<file path="src/sv/bptc_pkg.sv">
package bptc_pkg;

    // field and register widths
    localparam int RAW_W     = 24;
    localparam int CAL_W     = 16;
    localparam int OUT_W     = 32;
    localparam int CFG_IDX_W = 3;

    // scale factors of the compensation formulas, as shift counts
    localparam int C1_SHIFT   = 15;
    localparam int C2_SHIFT   = 16;
    localparam int C5_SHIFT   = 8;
    localparam int TEMP_SHIFT = 23;
    localparam int OFF_SHIFT  = 7;
    localparam int SENS_SHIFT = 8;
    localparam int T2_SHIFT   = 31;
    localparam int P_SHIFT_HI = 21;
    localparam int P_SHIFT_LO = 15;

    // temperature thresholds in hundredths of a degree
    localparam int TEMP_BASE      = 2000;
    localparam int TEMP_VERY_COLD = -1500;

    // internal widths, sized to the value ranges of the integer formulas
    localparam int DT_W      = RAW_W + 1;
    localparam int COEF_W    = CAL_W + 1;
    localparam int DT_PROD_W = DT_W + COEF_W;
    localparam int DT_SQ_W   = 2 * DT_W;
    localparam int TEMP_W    = 21;
    localparam int T2_W      = 18;
    localparam int OFF_W     = 36;
    localparam int SENS_W    = 36;
    localparam int A_W       = TEMP_W + 1;
    localparam int A_SQ_W    = 2 * A_W;
    localparam int SQ_W      = 35;
    localparam int CORR_W    = 39;
    localparam int OFFC_W    = 41;
    localparam int SENSC_W   = 41;
    localparam int SPLIT_W   = 21;
    localparam int PP_LO_W   = RAW_W + SPLIT_W;
    localparam int PP_HI_W   = RAW_W + 1 + SENSC_W - SPLIT_W;
    localparam int PROD_W    = PP_HI_W + SPLIT_W;
    localparam int DIFF_W    = 46;

    // calibration register indexes
    typedef enum logic [CFG_IDX_W-1:0] {
        REG_PRESSURE_SENSITIVITY   = 3'd0,
        REG_PRESSURE_OFFSET        = 3'd1,
        REG_SENSITIVITY_TEMP_COEFF = 3'd2,
        REG_OFFSET_TEMP_COEFF      = 3'd3,
        REG_REFERENCE_TEMPERATURE  = 3'd4,
        REG_TEMPERATURE_COEFF      = 3'd5
    } cal_idx_t;

    typedef struct packed {
        logic [RAW_W-1:0] raw_pressure;
        logic [RAW_W-1:0] raw_temperature;
    } in_t;

    typedef struct packed {
        logic signed [OUT_W-1:0] temperature;
        logic signed [OUT_W-1:0] pressure;
    } out_t;

    typedef struct packed {
        logic [CAL_W-1:0] pressure_sensitivity;
        logic [CAL_W-1:0] pressure_offset;
        logic [CAL_W-1:0] sensitivity_temp_coeff;
        logic [CAL_W-1:0] offset_temp_coeff;
        logic [CAL_W-1:0] reference_temperature;
        logic [CAL_W-1:0] temperature_coeff;
    } cal_t;

    // corrected terms handed from the temperature section to the pressure section
    typedef struct packed {
        logic signed [TEMP_W-1:0]  temp;
        logic signed [OFFC_W-1:0]  off;
        logic signed [SENSC_W-1:0] sens;
        logic [RAW_W-1:0]          raw_pressure;
    } front_t;

endpackage

</file>
<file path="src/sv/bptc_back.sv">
module bptc_back
    import bptc_pkg::*;
(
    input  logic   aclk,
    input  logic   aresetn,
    input  logic   in_valid,
    output logic   in_ready,
    input  front_t in_data,
    output logic   out_valid,
    input  logic   out_ready,
    output out_t   out_data
);

    localparam int STAGES = 4;

    logic [STAGES-1:0] valid_reg;
    logic [STAGES-1:0] valid_next;
    logic [STAGES-1:0] load;
    logic [STAGES-1:0] en;

    logic signed [TEMP_W-1:0] temp_reg [STAGES-1];
    logic signed [OFFC_W-1:0] off_reg  [2];

    // stage 0: partial products of D1 * SENS
    logic [SENSC_W-SPLIT_W-1:0] sens_hi;
    logic [PP_LO_W-1:0]         pp_lo_next, pp_lo_reg;
    logic signed [PP_HI_W-1:0]  pp_hi_next, pp_hi_reg;
    // stage 1: full product
    logic signed [PROD_W-1:0]   prod_next, prod_reg;
    // stage 2: D1 * SENS / 2^21 - OFF
    logic signed [PROD_W-1:0]   prod_sh;
    logic signed [DIFF_W-1:0]   diff_next, diff_reg;
    // stage 3: final shift, saturation and output register
    logic signed [DIFF_W-1:0]   p_sh;
    logic [DIFF_W-OUT_W:0]      p_upper;
    logic signed [OUT_W-1:0]    p_next;
    logic signed [OUT_W-1:0]    t_next;
    out_t                       out_reg;

    // stage flow control, the last stage is the output register
    always_comb begin
        load[STAGES-1] = !valid_reg[STAGES-1] || out_ready;
        for (int k = STAGES - 2; k >= 0; k--) begin
            load[k] = !valid_reg[k] || load[k+1];
        end
        valid_next[0] = in_valid;
        for (int k = 1; k < STAGES; k++) begin
            valid_next[k] = valid_reg[k-1];
        end
        en = load & valid_next;
    end

    assign in_ready  = load[0];
    assign out_valid = valid_reg[STAGES-1];
    assign out_data  = out_reg;

    always_ff @(posedge aclk) begin
        if (!aresetn) begin
            valid_reg <= '0;
        end else begin
            for (int k = 0; k < STAGES; k++) begin
                if (load[k]) begin
                    valid_reg[k] <= valid_next[k];
                end
            end
        end
    end

    // temperature and offset ride along
    always_ff @(posedge aclk) begin
        if (en[0]) begin
            temp_reg[0] <= in_data.temp;
            off_reg[0]  <= in_data.off;
        end
        if (en[1]) begin
            temp_reg[1] <= temp_reg[0];
            off_reg[1]  <= off_reg[0];
        end
        if (en[2]) begin
            temp_reg[2] <= temp_reg[1];
        end
    end

    // stage 0: split SENS into a signed high and an unsigned low part
    assign sens_hi    = in_data.sens[SENSC_W-1:SPLIT_W];
    assign pp_lo_next = in_data.raw_pressure * in_data.sens[SPLIT_W-1:0];
    assign pp_hi_next = $signed({1'b0, in_data.raw_pressure}) * $signed(sens_hi);

    always_ff @(posedge aclk) begin
        if (en[0]) begin
            pp_lo_reg <= pp_lo_next;
            pp_hi_reg <= pp_hi_next;
        end
    end

    // stage 1: recombine the partial products
    assign prod_next = $signed({pp_hi_reg, {SPLIT_W{1'b0}}})
                     + $signed({{(PROD_W - PP_LO_W){1'b0}}, pp_lo_reg});

    always_ff @(posedge aclk) begin
        if (en[1]) begin
            prod_reg <= prod_next;
        end
    end

    // stage 2: subtract the offset
    assign prod_sh   = prod_reg >>> P_SHIFT_HI;
    assign diff_next = $signed(prod_sh[DIFF_W-1:0])
                     - $signed({{(DIFF_W - OFFC_W){off_reg[1][OFFC_W-1]}}, off_reg[1]});

    always_ff @(posedge aclk) begin
        if (en[2]) begin
            diff_reg <= diff_next;
        end
    end

    // stage 3: scale down and clamp to the 32-bit range
    assign p_sh    = diff_reg >>> P_SHIFT_LO;
    assign p_upper = p_sh[DIFF_W-1:OUT_W-1];

    always_comb begin
        if (&p_upper || ~|p_upper) begin
            p_next = p_sh[OUT_W-1:0];
        end else if (p_sh[DIFF_W-1]) begin
            p_next = $signed({1'b1, {(OUT_W - 1){1'b0}}});
        end else begin
            p_next = $signed({1'b0, {(OUT_W - 1){1'b1}}});
        end
    end

    assign t_next = $signed({{(OUT_W - TEMP_W){temp_reg[2][TEMP_W-1]}}, temp_reg[2]});

    always_ff @(posedge aclk) begin
        if (en[3]) begin
            out_reg.temperature <= t_next;
            out_reg.pressure    <= p_next;
        end
    end

endmodule

</file>
<file path="config.mk">
export PLATFORM = sky130hd
export DESIGN_NAME = bptc_back
export DESIGN_NICKNAME = d
export VERILOG_FILES = /design/src/sv/bptc_pkg.sv /design/src/sv/bptc_back.sv
export SDC_FILE = /design/constraint.sdc
export NUM_CORES = 2
export LEC_CHECK = 0
export ABC_AREA = 1
export BUFFER_PORTS_ARGS = -buffer_cell sky130_fd_sc_hd__buf_2
export CAP_MARGIN = 20
export CORE_MARGIN = 2
export CORE_UTILIZATION = 25
export CTS_CLUSTER_DIAMETER = 40
export DETAILED_ROUTE_END_ITERATION = 10
export GPL_TIMING_DRIVEN = 0
export SETUP_SLACK_MARGIN = 0.4
export SLEW_MARGIN = 10
export SYNTH_ARGS = -nofsm -noshare
export SYNTH_HDL_FRONTEND = slang
export SYNTH_SLANG_ARGS = --single-unit
</file>
<file path="constraint.sdc">
create_clock -name aclk -period 11.4 [get_ports aclk]
set_input_delay 2.28 -clock aclk [delete_from_list [all_inputs] [get_ports aclk]]
set_output_delay 2.28 -clock aclk [all_outputs]
set_load 0.01 [all_outputs]
</file>
# After elaboration in Yosys (flattened, before gate mapping)
# Memories as Yosys holds them, arrays and structs flattened. A register that Yosys moved wholly into a read port is not among the register bits.
# Cells that the tools add are included.
[totals]
regBits = 237
ramBits = 145
elab_cells = 30
mem_count = 2
[op_classes]
addsub = 2
multipliers = 2
n_mux = 6
bitwise = 1
n_reduce_logical = 8
[memory_table]
columns = ["name", "words", "width", "read_ports", "rd_ports_with_merged_regs", "wr", "line_no", "rtl"]
rows = [
  ["off_reg", 2, 41, 2, 0, 2, "bptc_back.sv:22", "logic signed [OFFC_W-1:0] off_reg [2];"],
  ["temp_reg", 3, 21, 3, 1, 3, "bptc_back.sv:21", "logic signed [TEMP_W-1:0] temp_reg [STAGES-1];"],
]
[ops]
columns = ["cell", "count"]
rows = [
  ["66-bit by 46-bit adder with 66-bit output", 1],
  ["45-bit by 41-bit subtractor with 46-bit output", 1],
  ["24-bit by 21-bit multiplier with 45-bit output", 1],
  ["25-bit by 20-bit multiplier with 45-bit output", 1],
  ["1-bit two-way mux", 6],
  ["4-bit AND", 1],
  ["1-bit zero test", 4],
  ["1-bit logical OR", 4],
]

# Depth between registers and ports, before layout
[logic_depth]
word_depth = 8
ltp_mapped = 29
ltp_nobuf = 27

# Worst setup path before layout
# OpenSTA, ideal clock, no wires.
[synth_timing]
kind = "in2reg"
from = "input out_ready"
to = "memory off_reg[0][0], enable pin"
setup_ns = 0.626
arrival_time_ns = 8.131
t_required_ns = 10.774
setup_slack_ns = 2.644
path_stages = 8
n_path_buf = 0
cell_sequence = "nor2_1 > inv_1 > nor2_1 > inv_1 > nor2_1 > inv_1 > nor2_1 > nor2_1"
[synth_rtl]
columns = ["item", "line_no", "rtl"]
rows = [
  ["start: declaration", "bptc_back.sv:10", "input logic out_ready,"],
  ["end: declaration", "bptc_back.sv:22", ""],
]

# Worst setup path in the final report
[layout_timing]
from = "input in_data[1] in the netlist's numbering"
to = "register pp_lo_reg[26], data pin"
[layout_via]
elab_chain_len = 1
[layout_lines]
columns = ["item", "line_no", "rtl"]
rows = [
  ["start: declaration", "bptc_back.sv:8", "input front_t in_data,"],
  ["24-bit by 21-bit multiplier with 45-bit output", "bptc_back.sv:86", "assign pp_lo_next = in_data.raw_pressure * in_data.sens[SPLIT_W-1:0];"],
  ["via pp_lo_next[26]", "bptc_back.sv:26", "logic [PP_LO_W-1:0] pp_lo_next, pp_lo_reg;"],
  ["end signal: assignment", "bptc_back.sv:91", "pp_lo_reg <= pp_lo_next;"],
  ["end: declaration", "bptc_back.sv:26", ""],
]
# The timed path passes the listed nets, and every way through them passes these cells.
# A chain may end at the register's enable or synchronous reset.

==> summary.md <==
| Metric | Value |
|---|---|
| Run status | finished, violations left |
| Failing checks | design-rule violations |
| Grt total ovfl | 0 |
| Setup-failing EPs final | 0 |
| Fin util | 28.1% |
| IO Pins | 197 |
| Relative slew slack | 13.4% |
| RD Place Congestion | 0.972 |
| Largest net degree at the start of global routing | 84 |
| Setup crit end kind | flip-flop |
| Synth area leaders | fa_1, edfxtp_1, inv_1 |
| Ys async rst share | 0% |
| CTS buffer count | 43 |
| Residual DRC | 2 |
| Skew-Pair Late Insertion Delay | 0.57 ns |
| Fin crit period | 8.96 ns |
| WL per Instance | 19.8 um |
| Setup crit start kind | input port |
| Worst slew pin tran | 1.30 ns |
| Setup Fix Bufs, Post-CTS | 0 |
| Worst r2r src | pp_hi_reg[0]$_DFFE_PP_ |
| Syn Inst Count | 6184 |
| Number of synthesized flops with an enable pin | 342 |
| Worst path most repeated cell | fa_1 |
| Distinct cells, synth | 45 |
| Yosys top cell by area | fa_1 |
| Rows | 165 |
| Layout area overhead | 12.1% |
| Core area | 202000 um^2 |
| Hold buffers post-CTS | 0 |
| Register area | 10300 um^2 |
| Starting Density | 25.1% |
| Final Cycle Share | 78.6% |
| Synthesized area | 50600 um^2 |
| Root buf cell | clkbuf_16 |
| Min-Delay Path Class | flip-flop to flip-flop |
| CP cell instances | buf_2 -> clkbuf_1 -> buf_8 -> clkbuf_1 -> nand2_1 -> fa_1 -> fa_1 -> inv_1 -> fa_1 -> fa_1 -> fa_1 -> fa_1 -> inv_1 -> fa_1 -> inv_1 -> ha_1 -> nand2_1 -> nor2_1 -> nand2_1 -> nor3_1 -> nand2_1 -> nand2_1 -> xor2_1 |
| WL final | 181000 um |
| Crit path launch | in_data[1] |
| Multi-input logic area | 33000 um^2 |
| Worst-path fanout max | 10 |
| Worst hold start | diff_reg[24]$_DFFE_PP_ |
| Nets | 7782 |
| Max Cap Violations | 0 |
| DR vias | 40900 |
| Synth warn | 0 |
| Most common cell after layout, fill and taps aside | inv_1 |
| H-Tree Depth | 2 |
| Max reg flops | 82 |
| First-pass GRT wire length | 268000 um |
| Critical setup path kind | input port to flip-flop |
| Main flop type after synthesis | edfxtp_1 |
| RSZ-0062 raised after global routing | no |
| Die Footprint | 206000 um^2 |
| Top Family by Delay on Critical Path | adder cells |
| Synth top area share | 32.0% |
| Layout cell share with drive strength beyond 1 | 5.65% |
| HPWL after DPL | 153000 um |
| # port buffers | 186 |
| Die width | 454 um |
| Antenna violations before repair | 18 |
| Hold Fails Final Rpt | 0 |
| Max clock buf depth | 3 |
| Slowest cell on crit path | clkbuf_1 |
| Drt pass-1 iters | 11 |
| Max frequency | 112 MHz |
| Crit path largest cell delay | 0.70 ns |
| Sink Count | 346 |
| Fillers | 21600 |
| Syn avg cell area | 8.18 um^2 |
| Worst EP arrival | 9.30 ns |
| Most frequent cells in the layout | inv_1, nand2_1, fa_1, ha_1, edfxtp_1 |
| Total GRT Usage | 17.5% |
| Initial DRC Count | 3729 |
| Number of global-route vias before repair | 42400 |
| CTS tree | built |
| Max-slew violations | 0 |
| Clk slew on worst S/H paths | 0.06 ns |
| ANT nets after route | 0 |
| Seq/Total Area, Yosys | 20.5% |
| Critical Path RT | 11.74 ns |
| Critical path buffers and inverters | 7 |
| Syn nets | 7524 |
| Die Ht | 454 um |
| Skew final | 0.0273 ns |
| Seq cells post-synth | 346 |
| Via-to-Cell Ratio | 4.47 |
| Post_cts resized | 0 |
==> Yosys cell counts, types with 6 or more instances <==
cell,number
a21oi_1,214
o21ai_0,95
nand4_1,43
nor3_2,7
clkbuf_1,186
nor4_1,6
inv_1,1715
o21a_1,17
o21bai_1,15
nand2_1,1674
nor2_2,9
o21ai_1,9
a21o_1,12
or2_2,13
xnor2_1,25
buf_4,12
nor3_1,28
fa_1,808
nor2_1,306
nand3_1,125
nand2_2,17
xor2_1,59
edfxtp_1,342
ha_1,401
==> per-stage QoR <==
| stage | worst slack, ns | setup TNS, ns | area, um^2 | std cells | hold WS, ns |
|---|---|---|---|---|---|
| floorplan | 2.64 | 0 | 50600 | 6184 | 0.400 |
| global placement | -0.247 | -28.78 | 54900 | 9042 | 0.401 |
| detailed placement | 1.95 | 0 | 55300 | 9064 | 0.405 |
| CTS | 2.52 | 0 | 56700 | 9140 | 0.397 |
| global route | 2.22 | 0 | 56700 | 9148 | 0.412 |
| finish | 2.44 | 0 | 56700 | 9149 | 0.407 |
==> cell type report <==
type / instances / share of cell area [%]
buffer: 200 / 1.40
timing repair buffer: 213 / 2.41
inverter: 1719 / 11.4
multi-input combinational: 3919 / 58.2
clock buffer: 47 / 1.96
antenna: 4 / 0.0176
clock inverter: 29 / 0.507
sequential: 346 / 18.2
tap: 2672 / 5.89
==> worst register-to-register path, delay by kind of cell (launching register included) <==
kind	cells	cell delay (ns)
simple gates	11	1.24
flops	1	0.33
fa+ha+maj	2	0.56
buf+inv	1	0.06
==> path summary, 6_finish.rpt <==
path	end	cells past startpoint	slack, ns
worst max-delay path	pp_lo_reg[26]$_DFFE_PP_	23	2.44
worst max register to register	prod_reg[55]$_DFFE_PP_	14	8.95
worst min register to register	out_data[9]$_DFFE_PP_	0	0.41
worst min-delay path	out_data[9]$_DFFE_PP_	0	0.41
==> layer usage <==
metal  global-route usage [%]  vias to the layer above  wire length [um]
met3                     3.24                      328             15900
met1                     22.6                    20000             74000
met2                     28.9                     1830             82800
met4                     6.77                       10              8050
met5                        0                        -                71
li1                         -                    18700                 -
==> kinds of logic (layout without fill, tap and decap cells) <==
kind of cell | after synthesis | in the layout | share of synthesized area (%)
AO/OA/AOI/OAI | 381 | 381 | 4.16
XOR/XNOR | 85 | 85 | 1.49
adder cells (fa/ha/maj) | 1209 | 1209 | 41.9
buffers and inverters | 1919 | 2208 | 14.3
flip-flops | 346 | 346 | 20.5
other | 0 | 4 | 0
AND/OR/NAND/NOR | 2244 | 2244 | 17.7
Power is left out: the tool's default activity adds up to more than one toggle a clock period on the data nets, which glitch-free logic cannot reach.
