<file path="src/sv/bptc_pkg.sv">
package bptc_pkg;

    // field and register widths
    localparam int RAW_W     = 24;
    localparam int CAL_W     = 16;
    localparam int OUT_W     = 32;
    localparam int CFG_IDX_W = 3;

    // scale factors of the compensation formulas, as shift counts
    localparam int C1_SHIFT   = 15;
    localparam int C2_SHIFT   = 16;
    localparam int C5_SHIFT   = 8;
    localparam int TEMP_SHIFT = 23;
    localparam int OFF_SHIFT  = 7;
    localparam int SENS_SHIFT = 8;
    localparam int T2_SHIFT   = 31;
    localparam int P_SHIFT_HI = 21;
    localparam int P_SHIFT_LO = 15;

    // temperature thresholds in hundredths of a degree
    localparam int TEMP_BASE      = 2000;
    localparam int TEMP_VERY_COLD = -1500;

    // internal widths, sized to the value ranges of the integer formulas
    localparam int DT_W      = RAW_W + 1;
    localparam int COEF_W    = CAL_W + 1;
    localparam int DT_PROD_W = DT_W + COEF_W;
    localparam int DT_SQ_W   = 2 * DT_W;
    localparam int TEMP_W    = 21;
    localparam int T2_W      = 18;
    localparam int OFF_W     = 36;
    localparam int SENS_W    = 36;
    localparam int A_W       = TEMP_W + 1;
    localparam int A_SQ_W    = 2 * A_W;
    localparam int SQ_W      = 35;
    localparam int CORR_W    = 39;
    localparam int OFFC_W    = 41;
    localparam int SENSC_W   = 41;
    localparam int SPLIT_W   = 21;
    localparam int PP_LO_W   = RAW_W + SPLIT_W;
    localparam int PP_HI_W   = RAW_W + 1 + SENSC_W - SPLIT_W;
    localparam int PROD_W    = PP_HI_W + SPLIT_W;
    localparam int DIFF_W    = 46;

    // calibration register indexes
    typedef enum logic [CFG_IDX_W-1:0] {
        REG_PRESSURE_SENSITIVITY   = 3'd0,
        REG_PRESSURE_OFFSET        = 3'd1,
        REG_SENSITIVITY_TEMP_COEFF = 3'd2,
        REG_OFFSET_TEMP_COEFF      = 3'd3,
        REG_REFERENCE_TEMPERATURE  = 3'd4,
        REG_TEMPERATURE_COEFF      = 3'd5
    } cal_idx_t;

    typedef struct packed {
        logic [RAW_W-1:0] raw_pressure;
        logic [RAW_W-1:0] raw_temperature;
    } in_t;

    typedef struct packed {
        logic signed [OUT_W-1:0] temperature;
        logic signed [OUT_W-1:0] pressure;
    } out_t;

    typedef struct packed {
        logic [CAL_W-1:0] pressure_sensitivity;
        logic [CAL_W-1:0] pressure_offset;
        logic [CAL_W-1:0] sensitivity_temp_coeff;
        logic [CAL_W-1:0] offset_temp_coeff;
        logic [CAL_W-1:0] reference_temperature;
        logic [CAL_W-1:0] temperature_coeff;
    } cal_t;

    // corrected terms handed from the temperature section to the pressure section
    typedef struct packed {
        logic signed [TEMP_W-1:0]  temp;
        logic signed [OFFC_W-1:0]  off;
        logic signed [SENSC_W-1:0] sens;
        logic [RAW_W-1:0]          raw_pressure;
    } front_t;

endpackage

</file>
<file path="src/sv/bptc_cfg.sv">
module bptc_cfg
    import bptc_pkg::*;
(
    input  logic                 aclk,
    input  logic                 aresetn,
    input  logic                 cfg_valid,
    output logic                 cfg_ready,
    input  logic [CFG_IDX_W-1:0] cfg_index,
    input  logic [CAL_W-1:0]     cfg_data,
    output cal_t                 cal
);

    cal_t cal_reg;
    cal_t cal_next;

    assign cfg_ready = 1'b1;
    assign cal       = cal_reg;

    // register write decode, unknown indexes are dropped
    always_comb begin
        cal_next = cal_reg;
        if (cfg_valid) begin
            case (cal_idx_t'(cfg_index))
                REG_PRESSURE_SENSITIVITY:   cal_next.pressure_sensitivity   = cfg_data;
                REG_PRESSURE_OFFSET:        cal_next.pressure_offset        = cfg_data;
                REG_SENSITIVITY_TEMP_COEFF: cal_next.sensitivity_temp_coeff = cfg_data;
                REG_OFFSET_TEMP_COEFF:      cal_next.offset_temp_coeff      = cfg_data;
                REG_REFERENCE_TEMPERATURE:  cal_next.reference_temperature  = cfg_data;
                REG_TEMPERATURE_COEFF:      cal_next.temperature_coeff      = cfg_data;
                default:                    cal_next = cal_reg;
            endcase
        end
    end

    always_ff @(posedge aclk) begin
        if (!aresetn) begin
            cal_reg <= '0;
        end else begin
            cal_reg <= cal_next;
        end
    end

endmodule

</file>
<file path="config.mk">
export PLATFORM = sky130hd
export DESIGN_NAME = bptc_cfg
export DESIGN_NICKNAME = d
export VERILOG_FILES = /design/src/sv/bptc_pkg.sv /design/src/sv/bptc_cfg.sv
export SDC_FILE = /design/constraint.sdc
export NUM_CORES = 1
export LEC_CHECK = 0
export BUFFER_PORTS_ARGS = -buffer_cell sky130_fd_sc_hd__buf_2
export CAP_MARGIN = 20
export CORE_MARGIN = 1
export CORE_UTILIZATION = 49
export DETAILED_ROUTE_END_ITERATION = 10
export HOLD_SLACK_MARGIN = 0.06
export PLACE_DENSITY = 0.78
export SETUP_SLACK_MARGIN = 0.02
export SKIP_CTS_REPAIR_TIMING = 1
export SLEW_MARGIN = 40
export SYNTH_ARGS = -nofsm -noshare
export SYNTH_HDL_FRONTEND = slang
export SYNTH_SLANG_ARGS = --single-unit
</file>
<file path="constraint.sdc">
create_clock -name aclk -period 1.4 [get_ports aclk]
set_input_delay 0.14 -clock aclk [delete_from_list [all_inputs] [get_ports aclk]]
set_output_delay 0.14 -clock aclk [all_outputs]
set_load 0.01 [all_outputs]
</file>
=== Word level (Yosys, flattened, before mapping) ===
Index checks and enable logic that the tools add are counted.

* Word-level logic and storage cells: 18
* Bits in registers: 96

* Eq/ne operators: 5
* Reductions and logical operators: 7

{| class="wikitable"
|+ Operators with widths
! kind !! count
|-
| 2-bit AND reduction || 6
|-
| 3-bit by 2-bit == test with 1-bit output (second input constant) || 2
|-
| 3-bit == test (second input constant) || 2
|-
| 3-bit by 1-bit == test with 1-bit output (second input constant) || 1
|-
| 3-bit zero test || 1
|}

=== Longest topological paths before layout ===
Gate-level depths: netlist of the first run.

* Word-level depth: 2
* Depth in mapped cells: 4
* Gate-level depth less buffers: 2

=== Worst setup path before layout of the first run ===
Ideal clock, no wire load.

* Path kind: in2reg
* Start point: input cfg_index[1]
* End point: register cal_reg, in the netlist cal[89]
* Slack: 210 ps
* Setup time: 123 ps
* Data arrival time: 1067 ps
* Buffers on the path: 2
* Data required time: 1277 ps
* Stages: 4
* Path through: or4b_1 buf_6 buf_12 mux2i_1

* Cells in the longest elaborated chain, start to end: 2

{| class="wikitable"
|+ RTL lines
! item !! line !! text
|-
| start, declared || bptc_cfg.sv:8 || <nowiki>input logic [CFG_IDX_W-1:0] cfg_index,</nowiki>
|-
| 3-bit zero test || bptc_cfg.sv:23 || <nowiki>case (cal_idx_t'(cfg_index))</nowiki>
|-
| 2-bit AND reduction (no source line) || n/a ||
|-
| end signal, assigned || bptc_cfg.sv:39 || <nowiki>cal_reg <= cal_next;</nowiki>
|-
| end, declared || bptc_cfg.sv:13 || <nowiki>cal_t cal_reg;</nowiki>
|}

No other way between the ends.
A chain may end at the register's enable or synchronous reset.

=== Worst setup path in the final report of the first run ===
* Start point: register cal_reg, in the netlist cal[59]
* End point: output cal[59] in the netlist's numbering

{| class="wikitable"
|+ RTL lines
! item !! line !! text
|-
| end, declared || bptc_cfg.sv:10 || <nowiki>output cal_t cal</nowiki>
|}

No word-level cell between the ends.

==> results of run 1 <==
[cells in the mapped netlist]
cell / count
and4bb_2: 1
buf_1: 1
buf_12: 1
buf_2: 9
buf_4: 2
buf_6: 1
clkbuf_1: 11
conb_1: 1
dfxtp_1: 96
mux2i_1: 96
nand2_1: 112
nand4b_1: 2
nand4bb_1: 2
or4b_1: 1
[worst register-to-register path, cell delays in order, from the launching register on]
cell and delay, ns:
dfxtp_1 0.34, nand2_1 0.06, mux2i_1 0.16
[area by class of cell]
type                            instances  area (sq um)  share of cell area, %
Tap cell                               96           120                   2.72
Timing Repair Buffer                  128           733                   16.6
Clock buffer                           11           141                   3.21
Multi-Input combinational cell        215          1450                   32.8
Sequential cell                        96          1920                   43.6
Clock inverter                          4          45.0                   1.02
[layer usage]
metal	share of wire, %	wire length, um	vias up	track usage, %
met2	48	3890	90	36.4
met3	4.9	396	8	4.76
li1	-	-	1331	-
met4	0.99	80	0	10.0
met1	46	3700	1272	28.8
met5	0	0	-	0
[stage by stage]
stage               total power [mW]  hold WS [ns]  instances  setup WS [ns]  instance area [sq um]
floorplan                       3.10         0.383        336          0.210                   3510
global placement                3.25         0.440        535          0.118                   4220
detailed placement              3.26         0.445        535         0.0983                   4220
CTS                             4.97         0.159        550          0.391                   4410
global route                    5.12         0.183        550          0.357                   4410
finish                          4.94         0.169        550          0.414                   4410
[cell families (layout without fill, tap and decap cells)]
group                  after synthesis  count (layout)
and+or+nand+nor                    118             118
muxes                               96              96
DFF                                 96              96
buffers and inverters               25             143
other                                1               1
[where the power goes]
part           switching [mW]  internal [mW]
registers              0.0306           2.79
logic                   0.224          0.156
clock network           0.881          0.858
total                    1.14           3.80
[worst max path at each step]
stage	start	end	slack (ns)	cells after the start
detailed placement	cfg_index[1]	cal[91]$_SDFFE_PN0P_	0.1	4
global route	cal[59]$_SDFFE_PN0P_	cal[59]	0.36	1
global placement	cfg_index[1]	cal[90]$_SDFFE_PN0P_	0.12	4
CTS	cal[59]$_SDFFE_PN0P_	cal[59]	0.39	1
finish	cal[59]$_SDFFE_PN0P_	cal[59]	0.41	1
floorplan	cfg_index[1]	cal[89]$_SDFFE_PN0P_	0.21	4
==> results.sh, run 1 <==
export IMPL_finalSetupViolations=0
export IMPL_synth_simple_gate_area_share_pct=13.8
export IMPL_path_class="flop to output pin"
export IMPL_crit_buf_inv=1
export IMPL_cts_tree="built"
export IMPL_routed_wl_mm=8.06
export IMPL_vias_per_cell=4.91
export IMPL_fmaxAchievable_mhz=1010
export IMPL_synth_top_family_by_area="multiplexers"
export IMPL_routabilityCongestion=0.749
export IMPL_grt_pass1_vias=2576
export IMPL_synth_xor_area_share_pct=0
export IMPL_synthAdderAreaFrac_pct=0
export IMPL_synthMuxAreaShare_pct=27.4
export IMPL_max_vdd_ir_drop_mv=0.613
export IMPL_final_cell_mix="buf_2 (116), nand2_1 (112), mux2i_1 (96), dfxtp_1 (96), clkbuf_8 (10)"
export IMPL_netlist_area_sq_um=3510
export IMPL_r2r_start="cal[15]$_SDFFE_PN0P_"
export IMPL_fin_skew_ns=0
export IMPL_coreArea_sq_um=6870
export IMPL_crit_chain="buf_2"
export IMPL_hold_path_end="cal[34]$_SDFFE_PN0P_"
export IMPL_worst_path_largest_cell_delay_ns=0.36
export IMPL_dp_hpwl_mm=5.68
export IMPL_path_max_fanout=2
export IMPL_root_buffer="clkbuf_8"
export IMPL_cts_buffer_depth=2
export IMPL_finalHoldViolCount=0
export IMPL_die_x_um=86.6
export IMPL_holdCritStartpoint="cfg_data[2]"
export IMPL_antenna_cells=0
export IMPL_grt_pass1_wl_mm=12.7
export IMPL_row_count=30
export IMPL_antenna_found_initial=0
export IMPL_synth_compound_area_share_pct=0
export IMPL_endpoint_kind="output pin"
export IMPL_power_density_nw_per_um2=1120
export IMPL_syn2layout_area_growth_pct=25.8
export IMPL_status="finished, final reports clean"
export IMPL_worstHoldPathType="input pin to flop"
export IMPL_syn_area_per_cell_sq_um=10.4
export IMPL_grt_overflow=0
export IMPL_cp_arrival_ns=0.85
export IMPL_dr_pass1_iters=5
export IMPL_ant_nets=0
export IMPL_r2r_end="cal[15]$_SDFFE_PN0P_"
export IMPL_mostFrequentLayoutCell="buf_2"
export IMPL_critPathSlowestCell="dfxtp_1"
export IMPL_largest_reg_flops=96
export IMPL_ys_ff_latch=96
export IMPL_r2r_setup_slack_ns=0.76
export IMPL_htreeDepth=3
export IMPL_vias=2701
export IMPL_drive_above_1_share_pct=31.5
export IMPL_yosysUniqueCellTypes=14
export IMPL_period_share_pct=70.4
export IMPL_rsz0062_at_grt="false"
export IMPL_io_buffers=117
export IMPL_worst_path_dominant_cell_family="flip-flops"
export IMPL_wire_per_inst_um=14.7
export IMPL_fin_util_pct=64.2
export IMPL_grt_usage_pct=22.4
export IMPL_initial_core_util_pct=51.0
export IMPL_ys_top_cells_by_area="dfxtp_1 (55%), mux2i_1 (27%), nand2_1 (12%)"
export IMPL_io_pins=119
export IMPL_nFillCells=601
export IMPL_crit_required_ns=1.26
export IMPL_maxSlewViolCount=0
export IMPL_maxCapViolCount=0
export IMPL_critPathLaunchType="flop"
export IMPL_final_nets=472
export IMPL_reg2regPathDepth=2
export IMPL_min_period_ns=0.986
export IMPL_clk_latency_ns=0.34
export IMPL_drt_first_iter_violations=103
export IMPL_netlist_instances=336
export IMPL_synth_top_area_share_pct=54.8
export IMPL_yosysWarnings=0
export IMPL_die_area_sq_um=7500
export IMPL_min_path_cells=3
export IMPL_p_leak_nw=2.48
export IMPL_cts_sinks=96
export IMPL_seq_area_frac_synth_pct=54.8
export IMPL_drc=0
export IMPL_finalSetupTns_ns=0
export IMPL_grt_max_degree=31
export IMPL_die_y_um=86.6
export IMPL_yosysTopAreaCell="dfxtp_1"
export IMPL_syn_nets=358
export IMPL_numCtsBuffers=9
export IMPL_clk_pin_slew_ns=0.09
Power figures use the tool's default switching activity.
==> run 2, diff against run 1 <==
--- a/config.mk
+++ b/config.mk
@@ -5,13 +5,14 @@
 export SDC_FILE = /design/constraint.sdc
 export NUM_CORES = 1
 export LEC_CHECK = 0
+export ABC_AREA = 1
 export BUFFER_PORTS_ARGS = -buffer_cell sky130_fd_sc_hd__buf_2
 export CAP_MARGIN = 20
 export CORE_MARGIN = 1
-export CORE_UTILIZATION = 49
+export CORE_UTILIZATION = 51
 export DETAILED_ROUTE_END_ITERATION = 10
 export HOLD_SLACK_MARGIN = 0.06
-export PLACE_DENSITY = 0.78
+export PLACE_DENSITY = 0.79
 export SETUP_SLACK_MARGIN = 0.02
 export SKIP_CTS_REPAIR_TIMING = 1
 export SLEW_MARGIN = 40
==> constraint.sdc (replaced) <==
create_clock -name aclk -period 0.95 [get_ports aclk]
set_input_delay 0.095 -clock aclk [delete_from_list [all_inputs] [get_ports aclk]]
set_output_delay 0.095 -clock aclk [all_outputs]
set_load 0.01 [all_outputs]
==> results.sh, run 2 <==
export IMPL_antenna_found_initial=0
export IMPL_place_area_sq_um=4620
export IMPL_largest_reg_flops=96
export IMPL_path_class="flop to output pin"
export IMPL_crit_required_ns=0.85
export IMPL_yosysWarnings=0
export IMPL_drive_above_1_share_pct=37.2
export IMPL_worstHoldPathType="input pin to flop"
export IMPL_yosysUniqueCellTypes=13
export IMPL_ys_top_cells_by_area="dfxtp_1 (50%), nor2_1 (19%), nand3_1 (12%)"
export IMPL_min_period_ns=0.915
export IMPL_drt_first_iter_violations=302
export IMPL_syn2layout_area_growth_pct=33.0
export IMPL_cts_sinks=96
export IMPL_grt_max_degree=52
export IMPL_io_buffers=117
export IMPL_gr_usage_met3_pct=4.16
export IMPL_synth_enable_flop_cells=0
export IMPL_crit_cells=1
export IMPL_fin_skew_ns=0
export IMPL_critPathLaunch="cal[80]$_SDFFE_PN0P_"
export IMPL_holdCritStartpoint="cfg_data[15]"
export IMPL_vias_per_cell=5.14
export IMPL_finalHoldViolCount=0
export IMPL_htreeDepth=3
export IMPL_finalPower_mw=7.91
export IMPL_dp_hpwl_mm=7.13
export IMPL_crit_buf_inv=1
export IMPL_die_x_um=89.1
export IMPL_syn_area_per_cell_sq_um=6.99
export IMPL_grtUsageMet1_pct=34.9
export IMPL_min_path_cells=5
export IMPL_fin_util_pct=70.6
export IMPL_critPathSlowestCell="dfxtp_2"
export IMPL_finalSetupViolations=0
export IMPL_post_place_ws_ns=-0.166
export IMPL_grt_usage_pct=27.3
export IMPL_path_max_fanout=2
export IMPL_drc=0
export IMPL_async_flop_share_pct=0
export IMPL_worst_path_largest_cell_delay_ns=0.35
export IMPL_grt_pass1_vias=3325
export IMPL_cp_arrival_ns=0.82
export IMPL_rsz0062_at_grt="true"
export IMPL_clk_latency_ns=0.34
export IMPL_initial_core_util_pct=53.1
export IMPL_maxSlewViolCount=0
export IMPL_routed_wl_mm=11.0
export IMPL_netlist_instances=554
export IMPL_grt_overflow=0
export IMPL_die_y_um=89.1
export IMPL_netlist_area_sq_um=3870
export IMPL_final_cell_mix="nor2_1 (192), nand2_1 (101), nand3_1 (96), dfxtp_2 (92), buf_2 (80)"
export IMPL_cts_buffer_depth=2
export IMPL_die_area_sq_um=7940
export IMPL_synth_top_area_share_pct=49.7
export IMPL_antenna_cells=0
export IMPL_ys_ff_latch=96
export IMPL_row_count=31
export IMPL_dr_pass1_iters=5
export IMPL_nFillCells=629
export IMPL_yosys_top_cells_count="nor2_1 (193), nand2_1 (101), dfxtp_1 (96), nand3_1 (96), buf_2 (22)"
export IMPL_endpoint_kind="output pin"
export IMPL_coreArea_sq_um=7290
export IMPL_fmaxAchievable_mhz=1090
export IMPL_period_share_pct=96.3
export IMPL_seq_area_frac_synth_pct=49.7
export IMPL_multiInputGateArea_sq_um=1690
export IMPL_yosysTopAreaCell="dfxtp_1"
export IMPL_ys_flop_type="dfxtp_1"
export IMPL_r2r_start="cal[35]$_SDFFE_PN0P_"
export IMPL_cts_tree="built"
export IMPL_post_synth_top_count_cell="nor2_1"
export IMPL_ant_nets=0
export IMPL_fin_area_sq_um=5150
export IMPL_max_vdd_ir_drop_mv=0.703
export IMPL_syn_nets=576
export IMPL_crit_chain="buf_2"
export IMPL_post_place_cells=748
export IMPL_power_density_nw_per_um2=1540
export IMPL_routabilityCongestion=0.809
export IMPL_io_pins=119
export IMPL_mostFrequentLayoutCell="nor2_1"
export IMPL_wire_per_inst_um=14.5
export IMPL_status="finished, final reports clean"
export IMPL_final_nets=682
export IMPL_vias=3912
export IMPL_final_seq_area_sq_um=2040
export IMPL_grtUsageMet2_pct=44.5
export IMPL_reg2regPathDepth=2
export IMPL_fin_ws_ns=0.0347
export IMPL_maxCapViolCount=0
export IMPL_p_leak_nw=2.45
export IMPL_root_buffer="clkbuf_8"
export IMPL_grt_pass1_wl_mm=16.2
export IMPL_grt_busiest_layer="met2"
export IMPL_numCtsBuffers=9
export IMPL_final_cells=761
export IMPL_worst_path_dominant_cell_family="flip-flops"
export IMPL_critPathLaunchType="flop"
export IMPL_clk_pin_slew_ns=0.08
==> run 2: changes by cell type in the layout (fill, tap and decap cells not counted), sizes merged, moves of 3 or more <==
cell and delta:
nor2 +202, mux2i -96, nand3 +96, inv +22, nand2 -10, clkinv -3
==> run 2: stage by stage <==
step,TNS (ns),hold WS [ns]
finish,0,0.200
global route,0,0.205
CTS,-0.0566,0.190
detailed placement,-6.99,0.465
global placement,-3.34,0.459
floorplan,0,0.335
==> run 2: path summary, 6_finish.rpt <==
check / end / slack [ns]
max reg2reg: cal[35]$_SDFFE_PN0P_ / 0.32
min reg2reg: cal[68]$_SDFFE_PN0P_ / 0.47
min: cal[31]$_SDFFE_PN0P_ / 0.20
max: cal[80] / 0.03
==> run 2: power breakdown <==
part           internal, mW  switching [mW]  total (mW)
Clock                  1.25            1.28        2.53
Sequential             4.19          0.0887        4.28
Combinational         0.439           0.667        1.11
Total                  5.88            2.03        7.91
==> run 2: cells by family after synthesis <==
group,after synthesis,share of synthesized area (%)
AND/OR/NAND/NOR,400,43.3
flip-flops,96,49.7
other,1,0.0969
buffers and inverters,57,6.92
==> run 2: layout make-up <==
| class | count | share of cell area [%] |
|---|---|---|
| clock buffers | 12 | 2.82 |
| well taps | 99 | 2.41 |
| multi-input cells | 401 | 32.8 |
| flip-flops and latches | 96 | 39.6 |
| repair buffers | 130 | 20.2 |
| clock inverters | 1 | 0.584 |
| inverters | 22 | 1.60 |
==> run 2: routing by layer <==
metal	share of wire [%]	wire, um
met5	0	0
met4	3.7	413
met1	40	4450
met3	6.2	679
met2	50	5490
